**config.mk**
```make
export PLATFORM = sky130hd
export DESIGN_NAME = hover_setpoint_sequencer
export DESIGN_NICKNAME = d
export VERILOG_FILES = /design/src/rtl/hss_pkg.sv /design/src/rtl/hss_div.sv /design/src/rtl/hover_setpoint_sequencer.sv
export SDC_FILE = /design/constraint.sdc
export NUM_CORES = 2
export LEC_CHECK = 0
export BUFFER_PORTS_ARGS = -buffer_cell sky130_fd_sc_hd__buf_4
export CAP_MARGIN = 20
export CELL_PAD_IN_SITES_DETAIL_PLACEMENT = 0
export CELL_PAD_IN_SITES_GLOBAL_PLACEMENT = 1
export CORE_MARGIN = 4
export CORE_UTILIZATION = 45
export CTS_CLUSTER_DIAMETER = 200
export DETAILED_ROUTE_END_ITERATION = 12
export PLACE_DENSITY_LB_ADDON = 0.1
export SETUP_SLACK_MARGIN = 0.4
export SLEW_MARGIN = 20
export SYNTH_ARGS = -nofsm -noshare
export SYNTH_HDL_FRONTEND = slang
export SYNTH_SLANG_ARGS = --single-unit
```
**constraint.sdc**
```tcl
create_clock -name clk -period 30.5 [get_ports clk]
set_input_delay 1.525 -clock clk [delete_from_list [all_inputs] [get_ports clk]]
set_output_delay 1.525 -clock clk [all_outputs]
set_load 0.02 [all_outputs]
```
**src/rtl/hss_pkg.sv**
```systemverilog
// ----------------------------------------------------------------------------
// hss_pkg
// Shared constants for the hover setpoint sequencer: phase codes, register
// indexes, register reset values and datapath widths.
// ----------------------------------------------------------------------------
package hss_pkg;

  // Datapath widths
  localparam int POS_W   = 32;
  localparam int TIME_W  = 48;
  localparam int DUR_W   = 30;
  localparam int PHASE_W = 3;
  localparam int IDX_W   = 3;
  localparam int PROD_W  = POS_W + DUR_W;
  localparam int DVD_W   = PROD_W + 1;
  localparam int NUM_AXES = 3;
  localparam int AXIS_W   = 2;

  // Phase codes
  localparam logic [PHASE_W-1:0] PH_WAIT   = 3'd0;
  localparam logic [PHASE_W-1:0] PH_DELAY  = 3'd1;
  localparam logic [PHASE_W-1:0] PH_GO     = 3'd2;
  localparam logic [PHASE_W-1:0] PH_HOVER  = 3'd3;
  localparam logic [PHASE_W-1:0] PH_RETURN = 3'd4;
  localparam logic [PHASE_W-1:0] PH_HOME   = 3'd5;

  // Register indexes
  localparam logic [IDX_W-1:0] REG_HOVER_X = 3'd0;
  localparam logic [IDX_W-1:0] REG_HOVER_Y = 3'd1;
  localparam logic [IDX_W-1:0] REG_HOVER_Z = 3'd2;
  localparam logic [IDX_W-1:0] REG_DELAY   = 3'd3;
  localparam logic [IDX_W-1:0] REG_TRAVEL  = 3'd4;
  localparam logic [IDX_W-1:0] REG_HOLD    = 3'd5;
  localparam logic [IDX_W-1:0] REG_RETURN  = 3'd6;

  // Register reset values
  localparam logic [POS_W-1:0] RST_HOVER_X = 32'h0000_0000;
  localparam logic [POS_W-1:0] RST_HOVER_Y = 32'h0000_0000;
  localparam logic [POS_W-1:0] RST_HOVER_Z = 32'hFFFF_C000; // -0.25 m
  localparam logic [DUR_W-1:0] RST_DELAY   = 30'd1000000;
  localparam logic [DUR_W-1:0] RST_TRAVEL  = 30'd3000000;
  localparam logic [DUR_W-1:0] RST_HOLD    = 30'd5000000;
  localparam logic [DUR_W-1:0] RST_RETURN  = 30'd3000000;

  // Shortest ramp time, microseconds
  localparam logic [DUR_W-1:0] MIN_RAMP_US = 30'd10000;

endpackage

```
**src/rtl/hss_div.sv**
```systemverilog
// ----------------------------------------------------------------------------
// hss_div
// Restoring divider, one quotient bit per cycle. The dividend must be below
// divisor * 2^POS_W, so the quotient fits POS_W bits and only POS_W steps
// are needed.
// ----------------------------------------------------------------------------
module hss_div (
  input  logic                          clk,
  input  logic                          rst_n,
  input  logic                          start,
  input  logic [hss_pkg::DVD_W-1:0]     dividend,
  input  logic [hss_pkg::DUR_W-1:0]     divisor,
  output logic                          done,
  output logic [hss_pkg::POS_W-1:0]     quotient
);

  localparam int CNT_W = $clog2(hss_pkg::POS_W);

  logic [hss_pkg::DUR_W-1:0] rem_r;
  logic [hss_pkg::POS_W-1:0] q_r;
  logic [hss_pkg::DUR_W-1:0] dsr_r;
  logic [CNT_W-1:0]          cnt_r;
  logic                      busy_r;
  logic                      done_r;

  logic [hss_pkg::DUR_W:0]   rem_sh;
  logic                      ge;
  logic [hss_pkg::DUR_W:0]   rem_sub;
  logic                      last_step;

  // Shift one dividend bit in, subtract where it fits
  assign rem_sh  = {rem_r, q_r[hss_pkg::POS_W-1]};
  assign ge      = rem_sh >= {1'b0, dsr_r};
  assign rem_sub = rem_sh - {1'b0, dsr_r};

  assign last_step = busy_r && !start && (cnt_r == CNT_W'(hss_pkg::POS_W - 1));

  // Control
  always_ff @(posedge clk) begin
    if (!rst_n) begin
      busy_r <= 1'b0;
      done_r <= 1'b0;
      cnt_r  <= '0;
    end else begin
      done_r <= last_step;
      if (start) begin
        busy_r <= 1'b1;
        cnt_r  <= '0;
      end else if (busy_r) begin
        cnt_r <= cnt_r + 1'b1;
        if (last_step) begin
          busy_r <= 1'b0;
        end
      end
    end
  end

  // Datapath
  always_ff @(posedge clk) begin
    if (start) begin
      rem_r <= dividend[hss_pkg::DVD_W-2 -: hss_pkg::DUR_W];
      q_r   <= dividend[hss_pkg::POS_W-1:0];
      dsr_r <= divisor;
    end else if (busy_r) begin
      rem_r <= ge ? rem_sub[hss_pkg::DUR_W-1:0] : rem_sh[hss_pkg::DUR_W-1:0];
      q_r   <= {q_r[hss_pkg::POS_W-2:0], ge};
    end
  end

  assign done     = done_r;
  assign quotient = q_r;

endmodule

```
**src/rtl/hover_setpoint_sequencer.sv**
```systemverilog
// ----------------------------------------------------------------------------
// hover_setpoint_sequencer
// Phase sequencer for a hover flight: wait for home, start delay, ramp out,
// hover hold, ramp back, hold home. Ramp ticks interpolate each axis through
// one shared multiplier and one shared bit-serial divider.
// ----------------------------------------------------------------------------
// Steps: an accepted word passes the latch and evaluate states to the done
//   state; on a ramp tick each axis in turn first passes the multiply, divider
//   start and divider wait states, the 32-step divider shared over the axes.
// Throughput: one word at a time; the next input word is taken the cycle
//   after the result is loaded into the output register.
// Reset: synchronous, active low; clears the phase to wait-for-home, drops
//   the home latch and restores the register defaults.
// ----------------------------------------------------------------------------
module hover_setpoint_sequencer (
  input  logic                              clk,
  input  logic                              rst_n,
  // Configuration write port
  input  logic                              cfg_valid,
  output logic                              cfg_ready,
  input  logic [hss_pkg::IDX_W-1:0]         cfg_index,
  input  logic [hss_pkg::POS_W-1:0]         cfg_data,
  // Input channel
  input  logic                              in_valid,
  output logic                              in_stall,
  input  logic [hss_pkg::TIME_W-1:0]        in_time_us,
  input  logic signed [hss_pkg::POS_W-1:0]  in_meas_x,
  input  logic signed [hss_pkg::POS_W-1:0]  in_meas_y,
  input  logic signed [hss_pkg::POS_W-1:0]  in_meas_z,
  input  logic                              in_meas_valid,
  // Result channel
  output logic                              out_valid,
  input  logic                              out_stall,
  output logic signed [hss_pkg::POS_W-1:0]  out_ref_x,
  output logic signed [hss_pkg::POS_W-1:0]  out_ref_y,
  output logic signed [hss_pkg::POS_W-1:0]  out_ref_z,
  output logic [hss_pkg::PHASE_W-1:0]       out_phase
);

  localparam logic [2:0] ST_IDLE   = 3'd0;
  localparam logic [2:0] ST_LATCH  = 3'd1;
  localparam logic [2:0] ST_EVAL   = 3'd2;
  localparam logic [2:0] ST_MUL    = 3'd3;
  localparam logic [2:0] ST_DSTART = 3'd4;
  localparam logic [2:0] ST_DWAIT  = 3'd5;
  localparam logic [2:0] ST_DONE   = 3'd6;

  localparam int POS_W  = hss_pkg::POS_W;
  localparam int TIME_W = hss_pkg::TIME_W;
  localparam int DUR_W  = hss_pkg::DUR_W;

  // Configuration registers
  logic [POS_W-1:0]  hover_r [hss_pkg::NUM_AXES];
  logic [DUR_W-1:0]  delay_r;
  logic [DUR_W-1:0]  travel_r;
  logic [DUR_W-1:0]  hold_r;
  logic [DUR_W-1:0]  return_r;

  // Sequencer state
  logic [2:0]                  state_r, state_nxt;
  logic [hss_pkg::PHASE_W-1:0] phase_r, phase_nxt;
  logic [TIME_W-1:0]           pstart_r, pstart_nxt;
  logic                        homed_r, homed_nxt;
  logic [hss_pkg::AXIS_W-1:0]  axis_r, axis_nxt;
  logic                        out_valid_r;

  // Working registers
  logic [POS_W-1:0]          home_r [hss_pkg::NUM_AXES];
  logic [POS_W-1:0]          meas_r [hss_pkg::NUM_AXES];
  logic [POS_W-1:0]          ref_r  [hss_pkg::NUM_AXES];
  logic [TIME_W-1:0]         time_r;
  logic                      mvalid_r;
  logic [DUR_W-1:0]          elapsed_r;
  logic [DUR_W-1:0]          den_r;
  logic                      back_r;
  logic [hss_pkg::PROD_W-1:0] prod_r;
  logic                      neg_r;

  // Output registers
  logic [POS_W-1:0]            out_x_r, out_y_r, out_z_r;
  logic [hss_pkg::PHASE_W-1:0] out_phase_r;

  logic                      in_take;
  logic                      out_load;
  logic [TIME_W-1:0]         elapsed;
  logic [DUR_W-1:0]          tr;
  logic [DUR_W-1:0]          rt;
  logic                      dly_over, tr_over, hold_over, rt_over;
  logic [POS_W-1:0]          from_pos, to_pos;
  logic [POS_W:0]            diff;
  logic [POS_W-1:0]          mag;
  logic                      div_start;
  logic                      div_done;
  logic [POS_W-1:0]          div_q;
  logic [hss_pkg::DVD_W-1:0] dividend;

  assign cfg_ready = 1'b1;
  assign in_stall  = (state_r != ST_IDLE);
  assign in_take   = in_valid && !in_stall;
  assign out_load  = (state_r == ST_DONE) && (!out_valid_r || !out_stall);

  // Time in phase, clamped at zero when time runs backwards
  assign elapsed = (time_r >= pstart_r) ? (time_r - pstart_r) : '0;

  // Floor the ramp times
  assign tr = (travel_r < hss_pkg::MIN_RAMP_US) ? hss_pkg::MIN_RAMP_US : travel_r;
  assign rt = (return_r < hss_pkg::MIN_RAMP_US) ? hss_pkg::MIN_RAMP_US : return_r;

  assign dly_over  = elapsed >= TIME_W'(delay_r);
  assign tr_over   = elapsed >= TIME_W'(tr);
  assign hold_over = elapsed >= TIME_W'(hold_r);
  assign rt_over   = elapsed >= TIME_W'(rt);

  // Ramp endpoints for the axis in work
  assign from_pos = back_r ? hover_r[axis_r] : home_r[axis_r];
  assign to_pos   = back_r ? home_r[axis_r]  : hover_r[axis_r];
  assign diff     = {to_pos[POS_W-1], to_pos} - {from_pos[POS_W-1], from_pos};
  assign mag      = diff[POS_W] ? POS_W'(-diff) : diff[POS_W-1:0];

  // Round to nearest: add half the divisor before dividing
  assign dividend = {1'b0, prod_r} + hss_pkg::DVD_W'(den_r >> 1);

  hss_div u_div (
    .clk      (clk),
    .rst_n    (rst_n),
    .start    (div_start),
    .dividend (dividend),
    .divisor  (den_r),
    .done     (div_done),
    .quotient (div_q)
  );

  // Sequencer next state
  always_comb begin
    state_nxt  = state_r;
    phase_nxt  = phase_r;
    pstart_nxt = pstart_r;
    homed_nxt  = homed_r;
    axis_nxt   = axis_r;
    div_start  = 1'b0;
    case (state_r)
      ST_IDLE: begin
        if (in_take) begin
          state_nxt = ST_LATCH;
        end
      end
      ST_LATCH: begin
        if (!homed_r && mvalid_r) begin
          homed_nxt  = 1'b1;
          phase_nxt  = hss_pkg::PH_DELAY;
          pstart_nxt = time_r;
        end
        state_nxt = ST_EVAL;
      end
      ST_EVAL: begin
        state_nxt = ST_DONE;
        axis_nxt  = '0;
        case (phase_r)
          hss_pkg::PH_DELAY: begin
            if (dly_over) begin
              phase_nxt  = hss_pkg::PH_GO;
              pstart_nxt = time_r;
            end
          end
          hss_pkg::PH_GO: begin
            if (tr_over) begin
              phase_nxt  = hss_pkg::PH_HOVER;
              pstart_nxt = time_r;
            end else begin
              state_nxt = ST_MUL;
            end
          end
          hss_pkg::PH_HOVER: begin
            if (hold_over) begin
              phase_nxt  = hss_pkg::PH_RETURN;
              pstart_nxt = time_r;
            end
          end
          hss_pkg::PH_RETURN: begin
            if (rt_over) begin
              phase_nxt  = hss_pkg::PH_HOME;
              pstart_nxt = time_r;
            end else begin
              state_nxt = ST_MUL;
            end
          end
          default: begin
          end
        endcase
      end
      ST_MUL: begin
        state_nxt = ST_DSTART;
      end
      ST_DSTART: begin
        div_start = 1'b1;
        state_nxt = ST_DWAIT;
      end
      ST_DWAIT: begin
        if (div_done) begin
          if (axis_r == hss_pkg::AXIS_W'(hss_pkg::NUM_AXES - 1)) begin
            state_nxt = ST_DONE;
          end else begin
            axis_nxt  = axis_r + 1'b1;
            state_nxt = ST_MUL;
          end
        end
      end
      ST_DONE: begin
        if (out_load) begin
          state_nxt = ST_IDLE;
        end
      end
      default: begin
        state_nxt = ST_IDLE;
      end
    endcase
  end

  // Control registers
  always_ff @(posedge clk) begin
    if (!rst_n) begin
      state_r     <= ST_IDLE;
      phase_r     <= hss_pkg::PH_WAIT;
      pstart_r    <= '0;
      homed_r     <= 1'b0;
      axis_r      <= '0;
      out_valid_r <= 1'b0;
    end else begin
      state_r  <= state_nxt;
      phase_r  <= phase_nxt;
      pstart_r <= pstart_nxt;
      homed_r  <= homed_nxt;
      axis_r   <= axis_nxt;
      if (out_load) begin
        out_valid_r <= 1'b1;
      end else if (!out_stall) begin
        out_valid_r <= 1'b0;
      end
    end
  end

  // Configuration writes; indexes past the list are dropped
  always_ff @(posedge clk) begin
    if (!rst_n) begin
      hover_r[0] <= hss_pkg::RST_HOVER_X;
      hover_r[1] <= hss_pkg::RST_HOVER_Y;
      hover_r[2] <= hss_pkg::RST_HOVER_Z;
      delay_r    <= hss_pkg::RST_DELAY;
      travel_r   <= hss_pkg::RST_TRAVEL;
      hold_r     <= hss_pkg::RST_HOLD;
      return_r   <= hss_pkg::RST_RETURN;
    end else if (cfg_valid && cfg_ready) begin
      case (cfg_index)
        hss_pkg::REG_HOVER_X: hover_r[0] <= cfg_data;
        hss_pkg::REG_HOVER_Y: hover_r[1] <= cfg_data;
        hss_pkg::REG_HOVER_Z: hover_r[2] <= cfg_data;
        hss_pkg::REG_DELAY:   delay_r    <= cfg_data[DUR_W-1:0];
        hss_pkg::REG_TRAVEL:  travel_r   <= cfg_data[DUR_W-1:0];
        hss_pkg::REG_HOLD:    hold_r     <= cfg_data[DUR_W-1:0];
        hss_pkg::REG_RETURN:  return_r   <= cfg_data[DUR_W-1:0];
        default: begin
        end
      endcase
    end
  end

  // Home position, cleared by reset
  always_ff @(posedge clk) begin
    if (!rst_n) begin
      home_r[0] <= '0;
      home_r[1] <= '0;
      home_r[2] <= '0;
    end else if (state_r == ST_LATCH && !homed_r && mvalid_r) begin
      home_r[0] <= meas_r[0];
      home_r[1] <= meas_r[1];
      home_r[2] <= meas_r[2];
    end
  end

  // Datapath: capture the word, pick the reference, run the ramp axes
  always_ff @(posedge clk) begin
    case (state_r)
      ST_IDLE: begin
        if (in_take) begin
          time_r    <= in_time_us;
          meas_r[0] <= in_meas_x;
          meas_r[1] <= in_meas_y;
          meas_r[2] <= in_meas_z;
          mvalid_r  <= in_meas_valid;
        end
      end
      ST_EVAL: begin
        elapsed_r <= elapsed[DUR_W-1:0];
        den_r     <= (phase_r == hss_pkg::PH_GO) ? tr : rt;
        back_r    <= (phase_r == hss_pkg::PH_RETURN);
        case (phase_r)
          hss_pkg::PH_WAIT: begin
            ref_r <= meas_r;
          end
          hss_pkg::PH_GO, hss_pkg::PH_HOVER: begin
            ref_r <= hover_r;
          end
          default: begin
            ref_r <= home_r;
          end
        endcase
      end
      ST_MUL: begin
        prod_r <= hss_pkg::PROD_W'(mag) * hss_pkg::PROD_W'(elapsed_r);
        neg_r  <= diff[POS_W];
      end
      ST_DWAIT: begin
        if (div_done) begin
          ref_r[axis_r] <= neg_r ? (from_pos - div_q) : (from_pos + div_q);
        end
      end
      default: begin
      end
    endcase
  end

  // Output register
  always_ff @(posedge clk) begin
    if (out_load) begin
      out_x_r     <= ref_r[0];
      out_y_r     <= ref_r[1];
      out_z_r     <= ref_r[2];
      out_phase_r <= phase_r;
    end
  end

  assign out_valid = out_valid_r;
  assign out_ref_x = out_x_r;
  assign out_ref_y = out_y_r;
  assign out_ref_z = out_z_r;
  assign out_phase = out_phase_r;

endmodule

```
# Yosys cells after proc, flatten, opt, wreduce, memory -nomap -nowiden
# Index checks and enable logic that the tools add are counted.
[totals]
regBits = 933
word_cells = 182
[classes]
add_sub_neg = 9
mul = 1
magnitude_cmp = 10
eq_ne = 29
mux = 56
bitwise_logic = 2
reduce_logical = 36
[op_table]
columns = ["cell", "n"]
rows = [
  ["96-bit case mux with 2 select lines", 2],
  ["32-bit two-way mux", 11],
  ["48-bit two-way mux", 6],
  ["48-bit by 30-bit >= comparator with 1-bit output", 4],
  ["48-bit case mux with 4 select lines", 1],
  ["30-bit two-way mux", 6],
  ["32-bit binary-select mux with 2-bit select", 2],
  ["96-bit bitwise mux", 1],
  ["96-bit two-way mux", 1],
  ["48-bit case mux with 2 select lines", 1],
  ["32-bit demux with 2-bit select", 1],
  ["62-bit by 29-bit adder with 62-bit output", 1],
  ["32-bit by 30-bit multiplier with 62-bit output", 1],
  ["30-bit by 14-bit < comparator with 1-bit output (second input constant)", 2],
  ["48-bit >= comparator", 1],
  ["48-bit subtractor", 1],
  ["3-bit two-way mux", 11],
  ["32-bit by 32-bit subtractor with 33-bit output", 1],
  ["32-bit adder", 1],
  ["32-bit negator", 1],
  ["32-bit subtractor", 1],
  ["31-bit by 30-bit >= comparator with 1-bit output", 1],
  ["30-bit subtractor", 1],
  ["3-bit == test (second input constant)", 7],
  ["30 further kinds", 77],
]

# Depth between registers and ports, before layout
[depth]
depth_word = 10
mapped_depth = 55
mapped_depth_nobuf = 49

# Cells and area by module
# A second synthesis with hierarchy kept.
[unflattened]
cells_unflattened = 8936
hier_area_um2 = 82205.1
[modules_own_cells]
columns = ["module", "n_inst", "cells_per_inst", "area_per_inst_um2"]
rows = [
  ["hover_setpoint_sequencer", 1, 8393, 76288.2],
  ["hss_div", 1, 543, 5916.9],
]

# Worst setup path before layout
# OpenSTA, ideal clock, no wires.
[synth_timing]
path_type = "register to register"
start = "register axis_r[0] (netlist bit)"
end = "register prod_r[61] (netlist bit) (data pin)"
setup_time_ps = 264
t_arrival_ps = 12908
t_required_ps = 30236
setup_slack_ps = 17329
path_stages_with_launch = 44
synth_period_minus_slack_ps = 13171
path_cell_list = "dfxtp_1 -> clkbuf_1 -> buf_1 -> buf_1 -> clkbuf_1 -> o22ai_1 -> o21ai_0 -> ha_1 -> nor2b_1 -> o21a_1 -> a2111o_1 -> a221o_1 -> nor4_4 -> nand4_1 -> or4_1 -> or4b_4 -> o31ai_1 -> xor2_1 -> [8 not listed] -> fa_1 -> fa_1 -> fa_1 -> inv_1 -> fa_1 -> inv_1 -> ha_1 -> and3_1 -> and3_1 -> nand4b_1 -> a2111oi_0 -> or4_1 -> a41oi_1 -> or4_1 -> a311o_1 -> o21ai_0 -> a221oi_1 -> xnor2_1"
[synth_via]
elab_chain_len = 9
elab_cells_between_ends = 13
classes_between = "add/sub: 2; mul: 1; mux: 9; bitwise: 1"
[synth_lines]
columns = ["element", "line", "text"]
rows = [
  ["start, declared", "hover_setpoint_sequencer.sv:64", "logic [hss_pkg::AXIS_W-1:0] axis_r, axis_nxt;"],
  ["start signal, assigned", "hover_setpoint_sequencer.sv:233", "axis_r <= axis_nxt;"],
  ["2-bit NOT with 3-bit output (implied by the code) *", "hover_setpoint_sequencer.sv:115, hover_setpoint_sequencer.sv:116", ""],
  ["32-bit binary-select mux with 2-bit select", "hover_setpoint_sequencer.sv:115, hover_setpoint_sequencer.sv:116", ""],
  ["32-bit two-way mux (implied by the code) (2 in a row)", "hover_setpoint_sequencer.sv:115, hover_setpoint_sequencer.sv:116", ""],
  ["32-bit two-way mux (on tied branches)", "hover_setpoint_sequencer.sv:116, hover_setpoint_sequencer.sv:115", ""],
  ["32-bit by 32-bit subtractor with 33-bit output *", "hover_setpoint_sequencer.sv:117", "assign diff = {to_pos[POS_W-1], to_pos} - {from_pos[POS_W-1], from_pos};"],
  ["32-bit negator", "hover_setpoint_sequencer.sv:118", "assign mag = diff[POS_W] ? POS_W'(-diff) : diff[POS_W-1:0];"],
  ["32-bit two-way mux *", "hover_setpoint_sequencer.sv:118", ""],
  ["32-bit by 30-bit multiplier with 62-bit output *", "hover_setpoint_sequencer.sv:309", "prod_r <= hss_pkg::PROD_W'(mag) * hss_pkg::PROD_W'(elapsed_r);"],
  ["end signal, assigned", "hover_setpoint_sequencer.sv:309", ""],
  ["end, declared", "hover_setpoint_sequencer.sv:76", "logic [hss_pkg::PROD_W-1:0] prod_r;"],
]
# Every way passes the cells marked *; elsewhere a longest branch is shown, timed or not. The select of a mux whose other input is x is not followed.
# A chain may end at the register's enable or synchronous reset.

# Final worst setup path
# Ends and elaborated chain as after synthesis.

==> summary.txt <==
Die
  • Die Ht: 437.4 um
  • Core Footprint: ~180000 sq um
  • Top-Level Pins: around 290
  • Rows: ~160
  • Die area: 191300 sq um
  • Starting Density: 45.27%
  • Die width: approximately 440 um

Global routing
  • Gr ovfl total: 0
  • Initial antenna violation count: 8
  • Overall Global Routing Usage: around 30%
  • First-pass GRT wire length: around 430000 um
  • Vias in the first global route: approximately 67000
  • Largest net degree at the start of global routing: 169

Logic synthesis
  • Synth unique cells: 78
  • Avg Inst Size Synth: a little over 9 sq um
  • Mapped Area: between 80000 and 90000 sq um
  • Yosys reg bits: roughly 930
  • Yosys Warn Count: 0
  • Register area share after synthesis: between 20% and 30%
  • Syn_nets: approximately 11000
  • Main flop type after synthesis: edfxtp_1
  • Asr flop ratio synth: 0%
  • Synth Instances: around 9000
  • Post-synth EDFFs: 556

Critical path
  • Max Fanout on Critical Path: 52
  • Slowest stage delay, CP: 0.88 ns
  • Worst r2r src: axis_r[0]$_SDFFE_PN0P_
  • Crit. End Element: register
  • Startpoint types: register
  • Crit path top cell by count: fa_1
  • Kind of critical path: reg2reg
  • Buf/Inv on CP: 9
  • Worst path required time: 30.96 ns
  • Worst path arrival time: ~17 ns
  • Worst Setup SP: axis_r[0]$_SDFFE_PN0P_
  • Top delay family on crit path: adder cells
  • Slowest stage cell on the critical path: dfxtp_4

CTS
  • Sink Count: just over 900
  • PostCTS Resize Cnt: 0
  • CTS Hold Bufs: 0
  • Cts bufs inserted: between 90 and 100
  • Clk_lat worst skew: about 0.74 ns
  • Clock root cell: clkbuf_16
  • Setup repair bufs after CTS: 0
  • Worst-path clk slew: approximately 0.07 ns
  • # H-tree levels: 3
  • CTS tree: done
  • CTS max path bufs: 3

STA
  • Setup_tns: 0 ns
  • Period utilization: ~53%
  • Min Clock Period, post-route: 16.22 ns
  • Measured slew at the worst slew-check pin: between 1 and 1.5 ns
  • RSZ-0062 raised after global routing: false
  • Slew headroom: 18.17%
  • Fmax achieved: between 60 and 70 MHz
  • Count of final setup violators: 0
  • Fin. Hold Viols: 0
  • Final-report max-slew violation count: 0
  • Final setup margin: roughly 14 ns
  • Worst Skew: 0.03784 ns

Detailed routing
  • Initial DRC count: 5135
  • Residual DRC: 0
  • Antenna-violating nets left: 0
  • Total number of vias: 65309
  • DR WL/cell: 24.55 um
  • Vias per cell: around 5.6
  • Aggregate routed wire length: between 200000 and 300000 um
  • Router iterations before antenna repair: 6

Placed design
  • HPWL after DPL: about 210000 um
  • Number of buffers added on ports: about 290
  • Place WS: 14.43 ns
  • GPL Wtd Cong: 0.9309

Outcome
  • Status: finished, final reports clean

Min path
  • Worst hold start: ref_r[86]$_DFFE_PP_
  • HP Class: reg2reg

Layout
  • Util after Layout: between 40% and 50%
  • Commonest non-fill, non-tap cell in the layout: nand2_1
  • Commonest non-fill, non-tap cells in the layout: nand2_1 (1427), inv_1 (1178), fa_1 (841)
  • Nets: roughly 11000
  • Layout cells sized above 1: under 10%
  • Synthesis-to-finish area growth: 9.781%

Job
  • Number of max-cap violations: 0
## cell usage after synthesis (all sizes together), types with 265 or more instances
cell,instances,area [sq um]
nand2,1435,5386
inv,1180,4429
fa,841,16840
edfxtp,556,16700
ha,547,6844
clkbuf,492,1847
and2,403,2521
a21oi,390,1952
dfxtp,377,7547
nor2,288,1081
a21boi,274,2057
o21ai,265,1326
## metal layers
metal / vias to the layer above / track usage, % / wire, um
met2: 2210 / 48.71 / 132400
met4: 2 / 9.649 / 10200
li1: 29938 / - / -
met1: 32745 / 40.78 / 123600
met3: 414 / 3.725 / 17630
met5: - / 0 / 12
## sequential cells by signal, indices dropped and copies added (netlist names), 5 cells and up
signal and count:
delay_r 30, ref_r 96, u_div.cnt_r 5, u_div.rem_r 30, home_r 96, den_r 30
hold_r 30, u_div.quotient 32, time_r 48, travel_r 30, out_ref_z 32, return_r 30
meas_r 96, pstart_r 48, hover_r 96, elapsed_r 30, prod_r 62, u_div.dsr_r 30
out_ref_y 32, out_ref_x 32
## path summary, 6_finish.rpt
kind              cells past startpoint  slack [ns]                 endpoint
setup / recovery                     44       14.28     prod_r[61]$_DFFE_PP_
hold / removal                        0        0.41  out_ref_x[22]$_DFFE_PP_
hold reg to reg                       0        0.41  out_ref_x[22]$_DFFE_PP_
setup reg to reg                     44       14.28     prod_r[61]$_DFFE_PP_
## cell families after synthesis
kind of cell	after synthesis	synth area share, %
buffers and inverters	1697	7.685
AOI/OAI and AO/OA	1690	13.58
DFF	933	29.22
xor gates and xnor gates	278	2.935
adders and majority gates	1388	28.54
other	1	0.004520
and+or+nand+nor	2860	16.06
muxes	163	1.974
## area by class of cell
type                            count  area (sq um)
Inverter                         1180          4429
Timing Repair Buffer              414          3123
Clock inverter                     50         665.6
Fill cell                       17299         92190
Multi-Input combinational cell   6380         52740
Tap cell                         2464          3083
Antenna cell                        3         7.507
Clock buffer                      138          2788
Sequential cell                   933         24250
## metrics by stage
step           hold WS (ns)  area [sq um]  cells
2_1_floorplan        0.4003         82970   9010
6_report             0.4126         91090  11562
3_5_place_dp         0.4045         87630  11371
5_1_grt              0.4175         91080  11559
4_1_cts              0.4187         91080  11559
3_3_place_gp         0.4023         87610  11370
Power is left out: the tool's default activity adds up to more than one toggle a clock period on the data nets, which glitch-free logic cannot reach.
